<file path="src/rtl/nmts_pkg.sv">
`timescale 1ns / 1ps
package nmts_pkg;

   localparam int COORD_FRAC_BITS = 16;
   localparam int MAX_DIM         = 256;
   localparam int DIM_W           = $clog2(MAX_DIM) + 1;
   localparam int CELL_W          = $clog2(MAX_DIM);
   localparam int SCALED_W        = COORD_FRAC_BITS + CELL_W;
   localparam int WFRAC_W         = COORD_FRAC_BITS + 1;
   localparam int WT_W            = 2 * COORD_FRAC_BITS + 1;
   localparam int SUM_SHIFT       = 2 * COORD_FRAC_BITS - 8;
   localparam int ADDR_W          = 16;
   localparam int STORE_DEPTH     = 1 << ADDR_W;
   localparam int TEXEL_W         = 24;
   localparam int CHAN_W          = 8;
   localparam int OUT_W           = 16;
   localparam int PROD_W          = CHAN_W + WT_W;
   localparam int FIFO_DEPTH      = 4;
   localparam int FIFO_PTR_W      = $clog2(FIFO_DEPTH);
   localparam int CSR_ADDR_W      = 4;
   localparam int CSR_DATA_W      = 32;

   typedef enum logic {
      OP_WRITE  = 1'b0,
      OP_SAMPLE = 1'b1
   } op_type;

   typedef enum logic [1:0] {
      REG_INTERP_MODE = 2'd0,
      REG_MAP_WIDTH   = 2'd1,
      REG_MAP_HEIGHT  = 2'd2
   } reg_index_type;

   typedef struct packed {
      op_type                      op;
      logic [3:0][ADDR_W-1:0]      addr;
      logic [3:0][WT_W-1:0]        wt;
      logic [TEXEL_W-1:0]          texel;
   } entry_type;

   typedef struct packed {
      logic interp_mode;
      logic [DIM_W-1:0] map_width;
      logic [DIM_W-1:0] map_height;
   } cfg_type;

endpackage

</file>
<file path="src/rtl/nmts_fifo.sv">
`timescale 1ns / 1ps
module nmts_fifo (
   input  logic                clock,
   input  logic                reset,
   input  logic                push,
   input  nmts_pkg::entry_type push_word,
   output logic                pop_valid,
   output nmts_pkg::entry_type pop_word,
   output logic                almost_full
);
   import nmts_pkg::*;

   entry_type             mem [FIFO_DEPTH];
   logic [FIFO_PTR_W-1:0] head_ff, head_in, tail_ff, tail_in;
   logic [FIFO_PTR_W:0]   count_ff, count_in;
   logic                  pop;

   assign pop_valid   = (count_ff != '0);
   assign pop         = pop_valid;
   assign pop_word    = mem[head_ff];
   assign almost_full = (count_ff >= (FIFO_PTR_W+1)'(FIFO_DEPTH - 2));

   always_comb begin
      head_in  = head_ff + FIFO_PTR_W'(pop);
      tail_in  = tail_ff + FIFO_PTR_W'(push);
      count_in = count_ff + (FIFO_PTR_W+1)'(push) - (FIFO_PTR_W+1)'(pop);
   end

   always_ff @(posedge clock) begin
      if (reset) begin
         head_ff  <= '0;
         tail_ff  <= '0;
         count_ff <= '0;
      end else begin
         head_ff  <= head_in;
         tail_ff  <= tail_in;
         count_ff <= count_in;
      end
   end

   always_ff @(posedge clock) begin
      if (push) begin
         mem[tail_ff] <= push_word;
      end
   end

endmodule

</file>
<file path="config.mk">
export PLATFORM = sky130hd
export DESIGN_NAME = nmts_fifo
export DESIGN_NICKNAME = d
export VERILOG_FILES = /design/src/rtl/nmts_pkg.sv /design/src/rtl/nmts_fifo.sv
export SDC_FILE = /design/constraint.sdc
export NUM_CORES = 1
export LEC_CHECK = 0
export BUFFER_PORTS_ARGS = -buffer_cell sky130_fd_sc_hd__buf_2
export CORE_ASPECT_RATIO = 0.5
export CORE_MARGIN = 3
export CORE_UTILIZATION = 57
export DETAILED_ROUTE_END_ITERATION = 8
export GPL_TIMING_DRIVEN = 0
export PLACE_DENSITY = 0.9
export SYNTH_ARGS = -nofsm -noshare
export SYNTH_HDL_FRONTEND = slang
export SYNTH_SLANG_ARGS = --single-unit
export TNS_END_PERCENT = 30
</file>
<file path="constraint.sdc">
create_clock -name clock -period 23.7 [get_ports clock]
set_clock_uncertainty 0.05 [all_clocks]
set_input_delay 4.74 -clock clock [delete_from_list [all_inputs] [get_ports clock]]
set_output_delay 4.74 -clock clock [all_outputs]
set_load 0.02 [all_outputs]
</file>
* Word-level counts from Yosys, hierarchy flattened *
Memories as Yosys holds them, arrays and structs flattened. A register that Yosys moved wholly into a read port is not among the register bits.
Index checks and enable logic that the tools add are counted.

storage, ports and cells
  flip-flop bits (word level) = 7
  bits in writable memories = 884
  input bits = 224
  memories = 1
  word-level logic and storage cells = 13

memories
  name  words  bits a word  read ports  clocked after memory_dff  wr ports  line             text
  mem   4      221          1           1                         1         nmts_fifo.sv:13  entry_type mem [FIFO_DEPTH];

cells by class
  order comparisons = 1
  reduce and logical (&&, ||, !) cells = 1
  multiplexer cells = 3
  add/subtract/negate cells = 4

operator list
  kind                                                                                  number
  2-bit by 1-bit adder with 2-bit output                                                2
  3-bit by 1-bit adder with 3-bit output                                                1
  3-bit by 2-bit greater-or-equal comparator with 1-bit output (second input constant)  1
  3-bit nonzero test                                                                    1
  3-bit by 1-bit subtractor with 3-bit output                                           1
  1-bit 2-to-1 mux                                                                      2
  2-bit 2-to-1 mux                                                                      1

* Longest topological paths before layout *
Gate-level depths: netlist (run 1).

  depth after elaboration = 3
  mapped depth = 9

* Worst setup path after synthesis (run 1) *
No wires, ideal clock.

  path type = input to register
  start = input port push
  end = memory mem[0][0] (netlist bit), enable pin
  cell stages on the path = 1
  path slack = 2068 ps
  path buffers = 0
  setup time = 1117 ps
  data arrival time = 20465 ps
  cell sequence = nor3b_1

between the ends
  cells in the longest elaborated chain, start to end = 2

RTL lines
  what                                    line             text
  start, declared                         nmts_fifo.sv:5   input logic push,
  1-bit 2-to-1 mux                        nmts_fifo.sv:42  if (push) begin
  1-bit 2-to-1 mux (implied by the code)  nmts_fifo.sv:43  mem[tail_ff] <= push_word;
  end, declared                           nmts_fifo.sv:13

No other way between the ends.

==> results.toml, run 1 <==
[power]
p_leak_nw = 13.0
peakVddDrop_mv = 0.0574
p_total_mw = 4.33
power_density_nw_per_um2 = 112

[timing]
final_hold_viol_count = 0
fmax_mhz = 130
slew_headroom_pct = 37.3
rsz0062_at_grt = "false"
holdWs_ns = 0.626
final-setup-viol-count = 0
tightest_slew_ns = 0.936
final.min_clock_period_ns = 7.68
period_share_pct = 32.4
drv_slew = 0

[routing]
antenna_left = 0
viasPerCell = 6.50
wl_met1_mm = 27.9
wirelength_mm = 91.0
drtIter0Drc = 2561
num_vias = 16963
top_layer_used = "met5"
wl_met3_mm = 7.16
dr.pass1.iters = 5
dr_wl_met2_mm = 47.9
wl_per_cell_um = 34.8
drc_errors = 0

[worst_setup_path]
crit_slowest_cell = "clkbuf_1"
crit_fanout = 10
r2r_start = "tail_ff[0]"
end_kind = "output port"
critPathMaxStageDelay_ns = 0.69
crit_buf_inv = 4
cp-start-kind = "register"
required_ns = 18.91
crit_type = "register to output port"
reg2reg_to = "mem[0][46]"
worst_r2r_path_depth = 6
cp_cell_sequence = "buf_2 -> clkbuf_1 -> buf_2 -> mux4_2 -> buf_2"
r2r_slack_ns = 21.04
cp_top_family = "buffers and inverters"
critPathMostFrequentCell = "buf_2"
worstPathArrival_ns = 2.89

[clock_network]
clock_sinks = 891
cts_buffers = 73
cts_hold_buf = 0
cts_setup_buffers = 0
cts.htree.levels = 3
cts_tree = "yes"
cts_buffer_depth = 3
ctsRootBufferMaster = "clkbuf_16"
clk_latency_ns = 0.62
clk_pin_slew_worst_paths_ns = 0.08
cts_resized = 0

[logic_synthesis]
syn_nets = 1420
synth_edf_count = 884
synth-compound-area-share_pct = 0.0232
synth_top_area_share_pct = 82.0
synthAdderAreaFrac_pct = 0.255
synth_area_leaders = "edfxtp_1 (82%), mux4_2 (15%), buf_12 (0.74%)"
netlist_area_um2 = 32400
ys_top_cells_by_count = "edfxtp_1 (884), mux4_2 (221), buf_2 (23), buf_12 (12), buf_8 (9)"
muxShareOfSynthArea_pct = 15.4
ys_warn_count = 0
async_flop_share_pct = 0
synth.most_common_cell = "edfxtp_1"
synth_top_family_by_area = "multiplexers"
syn_avg_cell_area_um2 = 27.2
synth_top_area_cell = "edfxtp_1"
synth_xor_area_share_pct = 0.0811
yosys.area_share.simple_pct = 0.212
synth.distinct_cells = 21
yosysSeqAreaShare_pct = 82.4
synth.ff_latch_count = 891
ys.flop_type = "edfxtp_1"
syn_inst = 1190

[floorplan]
initial_core_util_pct = 58.0
core_um2 = 55900
rows = 61
die_y_um = 175
die_w_um = 343
die_area_um2 = 59900
pin_count = 447

[global_route]
grt_pass1_vias = 17236
grt_max_degree = 54
antenna_found_initial = 43
grt_use_total_pct = 29.5
grt_pass1_wl_mm = 125
overflow = 0

[place]
gp_congestion = 0.750
port_buffers = 446
dp_hpwl_mm = 52.3

[status]
status = "complete, no violations"

[flow_run]
cap_violations = 0

[layout]
drive_gt1_share_pct = 47.5
nNetsFinal = 1982
area_growth_pct = 19.6

[hold_path]
hold_path_class = "register to register"
hold_end = "tail_ff[1]"
hold_depth = 2
min-delay-start = "tail_ff[1]"
cell type report:
| type | instances | area (um2) |
|---|---|---|
| inverter | 5 | 18.8 |
| multi-input combinational | 244 | 5180 |
| clock buffer | 97 | 2040 |
| sequential | 891 | 26700 |
| antenna | 50 | 125 |
| timing repair buffer | 487 | 2920 |
| buffer | 50 | 524 |
| fill | 3059 | 17100 |
| clock inverter | 31 | 303 |
| tap | 756 | 946 |
worst max path at each step:
stage	from	end	slack, ns	cells after the start
finish	head_ff[1]	pop_word[117]	16.02	5
global route	head_ff[1]	pop_word[117]	16.01	5
CTS	head_ff[1]	pop_word[54]	16.01	5
detailed placement	push	mem[0][46]	16.74	7
global placement	push	mem[0][80]	-9.79	2
floorplan	push	mem[0][0]	2.07	1
kinds of logic (layout without fill, tap and decap cells):
family                     count (synthesis)  after routing
DFF                                      891            891
adders and majority gates                  6              6
and+or+nand+nor                           13             13
buffers and inverters                     55            670
xor gates and xnor gates                   3              3
muxes                                    221            221
other                                      0             50
AOI/OAI and AO/OA                          1              1
per-stage QoR:
step / utilization, % / setup WS [ns] / std cells / TNS, ns / area [um2]
floorplan: - / 2.07 / 1190 / 0 / 32400
global placement: 63.7 / -9.79 / 2392 / -2160.46 / 35600
detailed placement: 64.9 / 16.74 / 2433 / 0 / 36300
CTS: 69.1 / 16.01 / 2561 / 0 / 38600
global route: 69.3 / 16.01 / 2608 / 0 / 38700
finish: 69.4 / 16.02 / 2611 / 0 / 38700
worst reg2reg max path, delay by kind of cell, from the launching register on:
kind,cells,cell delay [ns]
simple gates,1,0.80
flops,1,0.42
buf+inv,5,1.09
routing by layer:
| layer | up-vias | GRT usage [%] |
|---|---|---|
| li1 | 6362 | - |
| met1 | 8746 | 33.9 |
| met2 | 1454 | 51.6 |
| met3 | 399 | 4.43 |
| met4 | 2 | 20.0 |
| met5 | - | 0 |
flip-flops by register name (all words and copies together), names as in the netlist:
| register | flops |
|---|---|
| count_ff | 3 |
| head_ff | 2 |
| mem | 884 |
| tail_ff | 2 |
layout by cell type (no fill, tap or decap), drive strengths merged:
| cell type | Yosys | routed |
|---|---|---|
| nor2b | 3 | 3 |
| xnor2 | 3 | 3 |
| nor3b | 1 | 1 |
| clkbuf | 4 | 101 |
| dfxtp | 7 | 7 |
| inv | 5 | 7 |
| diode | 0 | 50 |
| ha | 5 | 5 |
| nand2 | 1 | 1 |
| edfxtp | 884 | 884 |
| clkinv | 0 | 21 |
| buf | 46 | 533 |
| clkinvlp | 0 | 2 |
| bufinv | 0 | 6 |
| nand3 | 1 | 1 |
| o31ai | 1 | 1 |
| mux4 | 221 | 221 |
| and3b | 1 | 1 |
| fa | 1 | 1 |
| and3 | 1 | 1 |
| nor2 | 5 | 5 |
power by group:
part | total [mW] | leakage (nW) | internal [mW] | switching (mW)
registers | 1.84 | 8.18 | 1.81 | 0.0273
logic | 1.25 | 3.70 | 0.496 | 0.750
clock network | 1.24 | 1.15 | 0.674 | 0.570
(Power assumes the default switching activity.)
==> inputs of run 2 (changes only) <==
==> constraint.sdc (replaced) <==
create_clock -name clock -period 7.1 [get_ports clock]
set_clock_uncertainty 0.05 [all_clocks]
set_input_delay 1.42 -clock clock [delete_from_list [all_inputs] [get_ports clock]]
set_output_delay 1.42 -clock clock [all_outputs]
set_load 0.02 [all_outputs]
==> run 2 against run 1 <==
  * Sequential power grew to 3.3 times the previous value
  * Sequential share of layout area is 0.091 points lower
  * Critical endpoint is now pop_word[128]
  * Via count is 1.7% higher
  * Critical path type unchanged
  * Clock power grew to 3.3 times the previous value
  * Final area is 0.13% higher
  * Largest power group unchanged
==> results.toml, run 2 (synthesized netlist as in run 1, its figures left out) <==
[status]
status = "complete, no violations"

[layout]
top_regs = "mem x884, count_ff x3"
area_growth_pct = 19.8
post-route-util_pct = 69.5
final_common_cell = "edfxtp_1"
largest_reg_flops = 884
nNetsFinal = 1978
drive_gt1_share_pct = 47.3
final_cell_mix = "edfxtp_1 (884), buf_2 (469), mux4_2 (221)"
regMostFlops = "mem"

[clock_network]
cts_buffer_depth = 3
ctsRootBufferMaster = "clkbuf_16"
cts.htree.levels = 3
cts_buffers = 76
cts_tree = "yes"
cts_hold_buf = 0
clk_pin_slew_worst_paths_ns = 0.07
cts_resized = 0
cts_setup_buffers = 0
clock_sinks = 891
clk_latency_ns = 0.63

[global_route]
overflow = 0
antenna_found_initial = 52
grt_pass1_wl_mm = 128
grt_pass1_vias = 17272
grt_use_total_pct = 30.3
grt_max_degree = 59

[floorplan]
die_y_um = 175
initial_core_util_pct = 58.0
die_area_um2 = 59900
pin_count = 447
core_um2 = 55900
die_w_um = 343
rows = 61

[hold_path]
min-delay-start = "count_ff[1]"
hold_path_class = "register to register"

[timing]
final-setup-viol-count = 0
drv_slew = 0
fmax_mhz = 222
final_hold_viol_count = 0
final.min_clock_period_ns = 4.50
slew_headroom_pct = 43.2
rsz0062_at_grt = "false"
period_share_pct = 63.4
tightest_slew_ns = 0.852

[routing]
antenna_left = 0
drtIter0Drc = 2544
num_vias = 17252
dr.pass1.iters = 5
drc_errors = 0
viasPerCell = 6.59
wirelength_mm = 94.2
wl_per_cell_um = 36.0

[power]
power_density_nw_per_um2 = 372
peakVddDrop_mv = 0.196
p_leak_nw = 13.0
p_total_mw = 14.4

[flow_run]
cap_violations = 0

[worst_setup_path]
cp-startpoint = "head_ff[1]"
crit_end = "pop_word[128]"
cp-start-kind = "register"
critPathMaxStageDelay_ns = 0.66
crit_type = "register to output port"
r2r_slack_ns = 4.27
worstPathArrival_ns = 3.03
r2r_start = "tail_ff[1]"
crit_fanout = 10
crit_slowest_cell = "clkbuf_1"
cp_top_family = "buffers and inverters"
required_ns = 5.63
reg2reg_to = "mem[2][79]"
end_kind = "output port"
crit_buf_inv = 4
cp_cell_sequence = "buf_2 -> clkbuf_1 -> buf_2 -> mux4_2 -> buf_2"
cp_num_cells = 5
critPathMostFrequentCell = "buf_2"
worst_r2r_path_depth = 6

[place]
dp_hpwl_mm = 53.9
port_buffers = 446
gp_congestion = 0.772
run 2: metrics by stage:
step / hold WS [ns] / setup TNS, ns / area [um2] / instances / worst slack [ns]
finish: 0.733 / 0 / 38800 / 2619 / 2.60
global route: 0.721 / 0 / 38800 / 2619 / 2.59
CTS: 0.645 / 0 / 38700 / 2562 / 2.58
detailed placement: 0.601 / 0 / 36300 / 2426 / 3.34
global placement: 0.541 / -2800.14 / 35600 / 2392 / -4.35
floorplan: 0.519 / -123.69 / 32400 / 1190 / -0.411
run 2: where the power goes:
part | switching (mW) | total, mW | internal [mW] | leakage (nW)
Sequential | 0.103 | 6.15 | 6.05 | 8.18
Combinational | 2.53 | 4.20 | 1.67 | 3.70
Clock | 1.96 | 4.09 | 2.14 | 1.13
run 2: final cells by class:
cell class / count / area, um2
diodes: 57 / 143
plain buffers: 50 / 524
clock buffers: 101 / 2060
clock inverters: 35 / 265
fillers: 3074 / 17100
inverters: 5 / 18.8
multi-input cells: 244 / 5190
flip-flops and latches: 891 / 26700
well taps: 756 / 946
repair buffers: 480 / 2970
run 2: worst reg2reg max path, delay by kind of cell (launching register included):
family / cells / cell delay, ns
and+or+nand+nor: 2 / 0.87
buffers and inverters: 4 / 1.04
DFF: 1 / 0.55
run 2: worst min-delay path by stage:
stage | slack, ns | cells past startpoint | end
6_report | 0.73 | 2 | count_ff[1]
5_1_grt | 0.72 | 2 | tail_ff[1]
4_1_cts | 0.64 | 2 | tail_ff[1]
3_5_place_dp | 0.60 | 2 | tail_ff[1]
3_3_place_gp | 0.54 | 2 | tail_ff[1]
2_1_floorplan | 0.52 | 2 | tail_ff[1]
run 2: per-layer routing:
layer	wire [um]	GRT usage, %	share of wire [%]	vias up
met3	8190	4.70	8.7	465
met5	25	0	0.027	-
met2	48600	51.8	52	1645
met1	28400	35.3	30	8759
met4	9030	21.7	9.6	4
li1	-	-	-	6379
==> inputs of run 3 (changes only) <==
==> constraint.sdc (replaced) <==
create_clock -name clock -period 4.4 [get_ports clock]
set_clock_uncertainty 0.05 [all_clocks]
set_input_delay 0.88 -clock clock [delete_from_list [all_inputs] [get_ports clock]]
set_output_delay 0.88 -clock clock [all_outputs]
set_load 0.02 [all_outputs]
==> run 3 against run 2 <==
  * Die area unchanged
  * Clock power is 71% higher
  * Final area is 0.25% higher
  * Register-to-register slack got worse by 2.5 ns
  * Sequential power grew 61%
  * Worst setup slack got worse by 2.2 ns
  * Utilization increased by 0.17 points
  * Wire length up 0.87%
==> results.toml, run 3 (synthesized netlist as in run 1, its figures left out) <==
[status]
status = "complete, no violations"

[global_route]
grt_max_degree = 58
grt_pass1_vias = 17278
antenna_found_initial = 45
overflow = 0
grt_use_total_pct = 30.0
grt_pass1_wl_mm = 127

[layout]
nNetsFinal = 1975
largest_reg_flops = 884
area_growth_pct = 20.1
regMostFlops = "mem"
final_cell_mix = "edfxtp_1 (884), buf_2 (469), mux4_2 (221)"
stdcell_area_um2 = 38900
top_regs = "mem x884, count_ff x3"
post-route-util_pct = 69.6
drive_gt1_share_pct = 47.4
final_common_cell = "edfxtp_1"

[timing]
fmax_mhz = 253
drv_slew = 0
final.min_clock_period_ns = 3.96
period_share_pct = 89.9
final-setup-viol-count = 0
tightest_slew_ns = 0.960
slew_headroom_pct = 36.0
rsz0062_at_grt = "false"
final_hold_viol_count = 0

[routing]
drc_errors = 0
top_layer_used = "met5"
dr_wl_met2_mm = 48.5
viasPerCell = 6.70
wl_per_cell_um = 36.4
dr.pass1.iters = 5
wl_met1_mm = 29.1
num_vias = 17509
wirelength_mm = 95.0
antenna_left = 0
drtIter0Drc = 2688
wl_met3_mm = 8.22

[floorplan]
pin_count = 447
rows = 61
die_y_um = 175
die_area_um2 = 59900
die_w_um = 343
initial_core_util_pct = 58.0
core_um2 = 55900

[clock_network]
cts_hold_buf = 0
cts_resized = 0
cts_buffers = 74
ctsRootBufferMaster = "clkbuf_16"
cts.htree.levels = 3
cts_tree = "yes"
cts_buffer_depth = 3
clk_latency_ns = 0.62
clk_pin_slew_worst_paths_ns = 0.07
clock_sinks = 891
cts_setup_buffers = 0

[worst_setup_path]
crit_end = "pop_word[61]"
r2r_start = "tail_ff[1]"
cp_top_family = "buffers and inverters"
worstPathArrival_ns = 3.03
crit_buf_inv = 4
crit_fanout = 10
reg2reg_to = "mem[3][84]"
critPathMostFrequentCell = "buf_2"
end_kind = "output port"
worst_r2r_path_depth = 3
crit_type = "register to output port"
cp-startpoint = "head_ff[1]"
cp_cell_sequence = "buf_2 -> clkbuf_1 -> buf_2 -> mux4_2 -> buf_2"
required_ns = 3.47
crit_slowest_cell = "clkbuf_1"
critPathMaxStageDelay_ns = 0.74
cp-start-kind = "register"
cp_num_cells = 5
r2r_slack_ns = 1.73

[place]
gp_congestion = 0.764
port_buffers = 446
dp_hpwl_mm = 52.5
placed_cell_area_um2 = 36300

[hold_path]
hold_depth = 1
hold_path_class = "primary input to register"

[flow_run]
cap_violations = 0

[power]
peakVddDrop_mv = 0.313
power_density_nw_per_um2 = 609
p_leak_nw = 13.1
## run 3: worst min-delay path by stage
stage / start / end / slack, ns
after floorplan: count_ff[1] / count_ff[1] / 0.53
after global placement: head_ff[0] / head_ff[0] / 0.54
after detailed placement: head_ff[0] / head_ff[0] / 0.61
after CTS: push_word[19] / mem[0][19] / 0.41
after global routing: push_word[214] / mem[3][214] / 0.42
final: push_word[217] / mem[3][217] / 0.43
## run 3: layout make-up
class                   instances  area (um2)
clock inverters                39         478
fillers                      3054       17000
inverters                       5        18.8
clock buffers                  95        1970
multi-input cells             244        5200
diodes                         53         133
well taps                     756         946
flip-flops and latches        891       26700
plain buffers                  50         524
repair buffers                479        2940
## run 3: through the flow
stage               instances  hold slack (ns)  setup WS (ns)  power [mW]  setup TNS, ns
global placement         2392            0.545          -6.58        16.3       -4746.91
floorplan                1190            0.529          -2.57        14.3       -1615.99
CTS                      2559            0.409          0.538        23.5              0
global route             2607            0.419          0.456        24.2              0
detailed placement       2425            0.612           1.31        16.5              0
finish                   2612            0.428          0.443        23.7              0
## run 3: report_power, final
part / switching, mW / internal, mW
clock: 3.20 / 3.80
combinational: 4.07 / 2.68
sequential: 0.166 / 9.76
total: 7.44 / 16.2
## run 3: layer usage
metal,GRT usage (%),vias to the layer above
met5,0,-
met4,20.1,6
met3,4.89,479
met2,51.3,1720
met1,35.4,8932
li1,-,6372
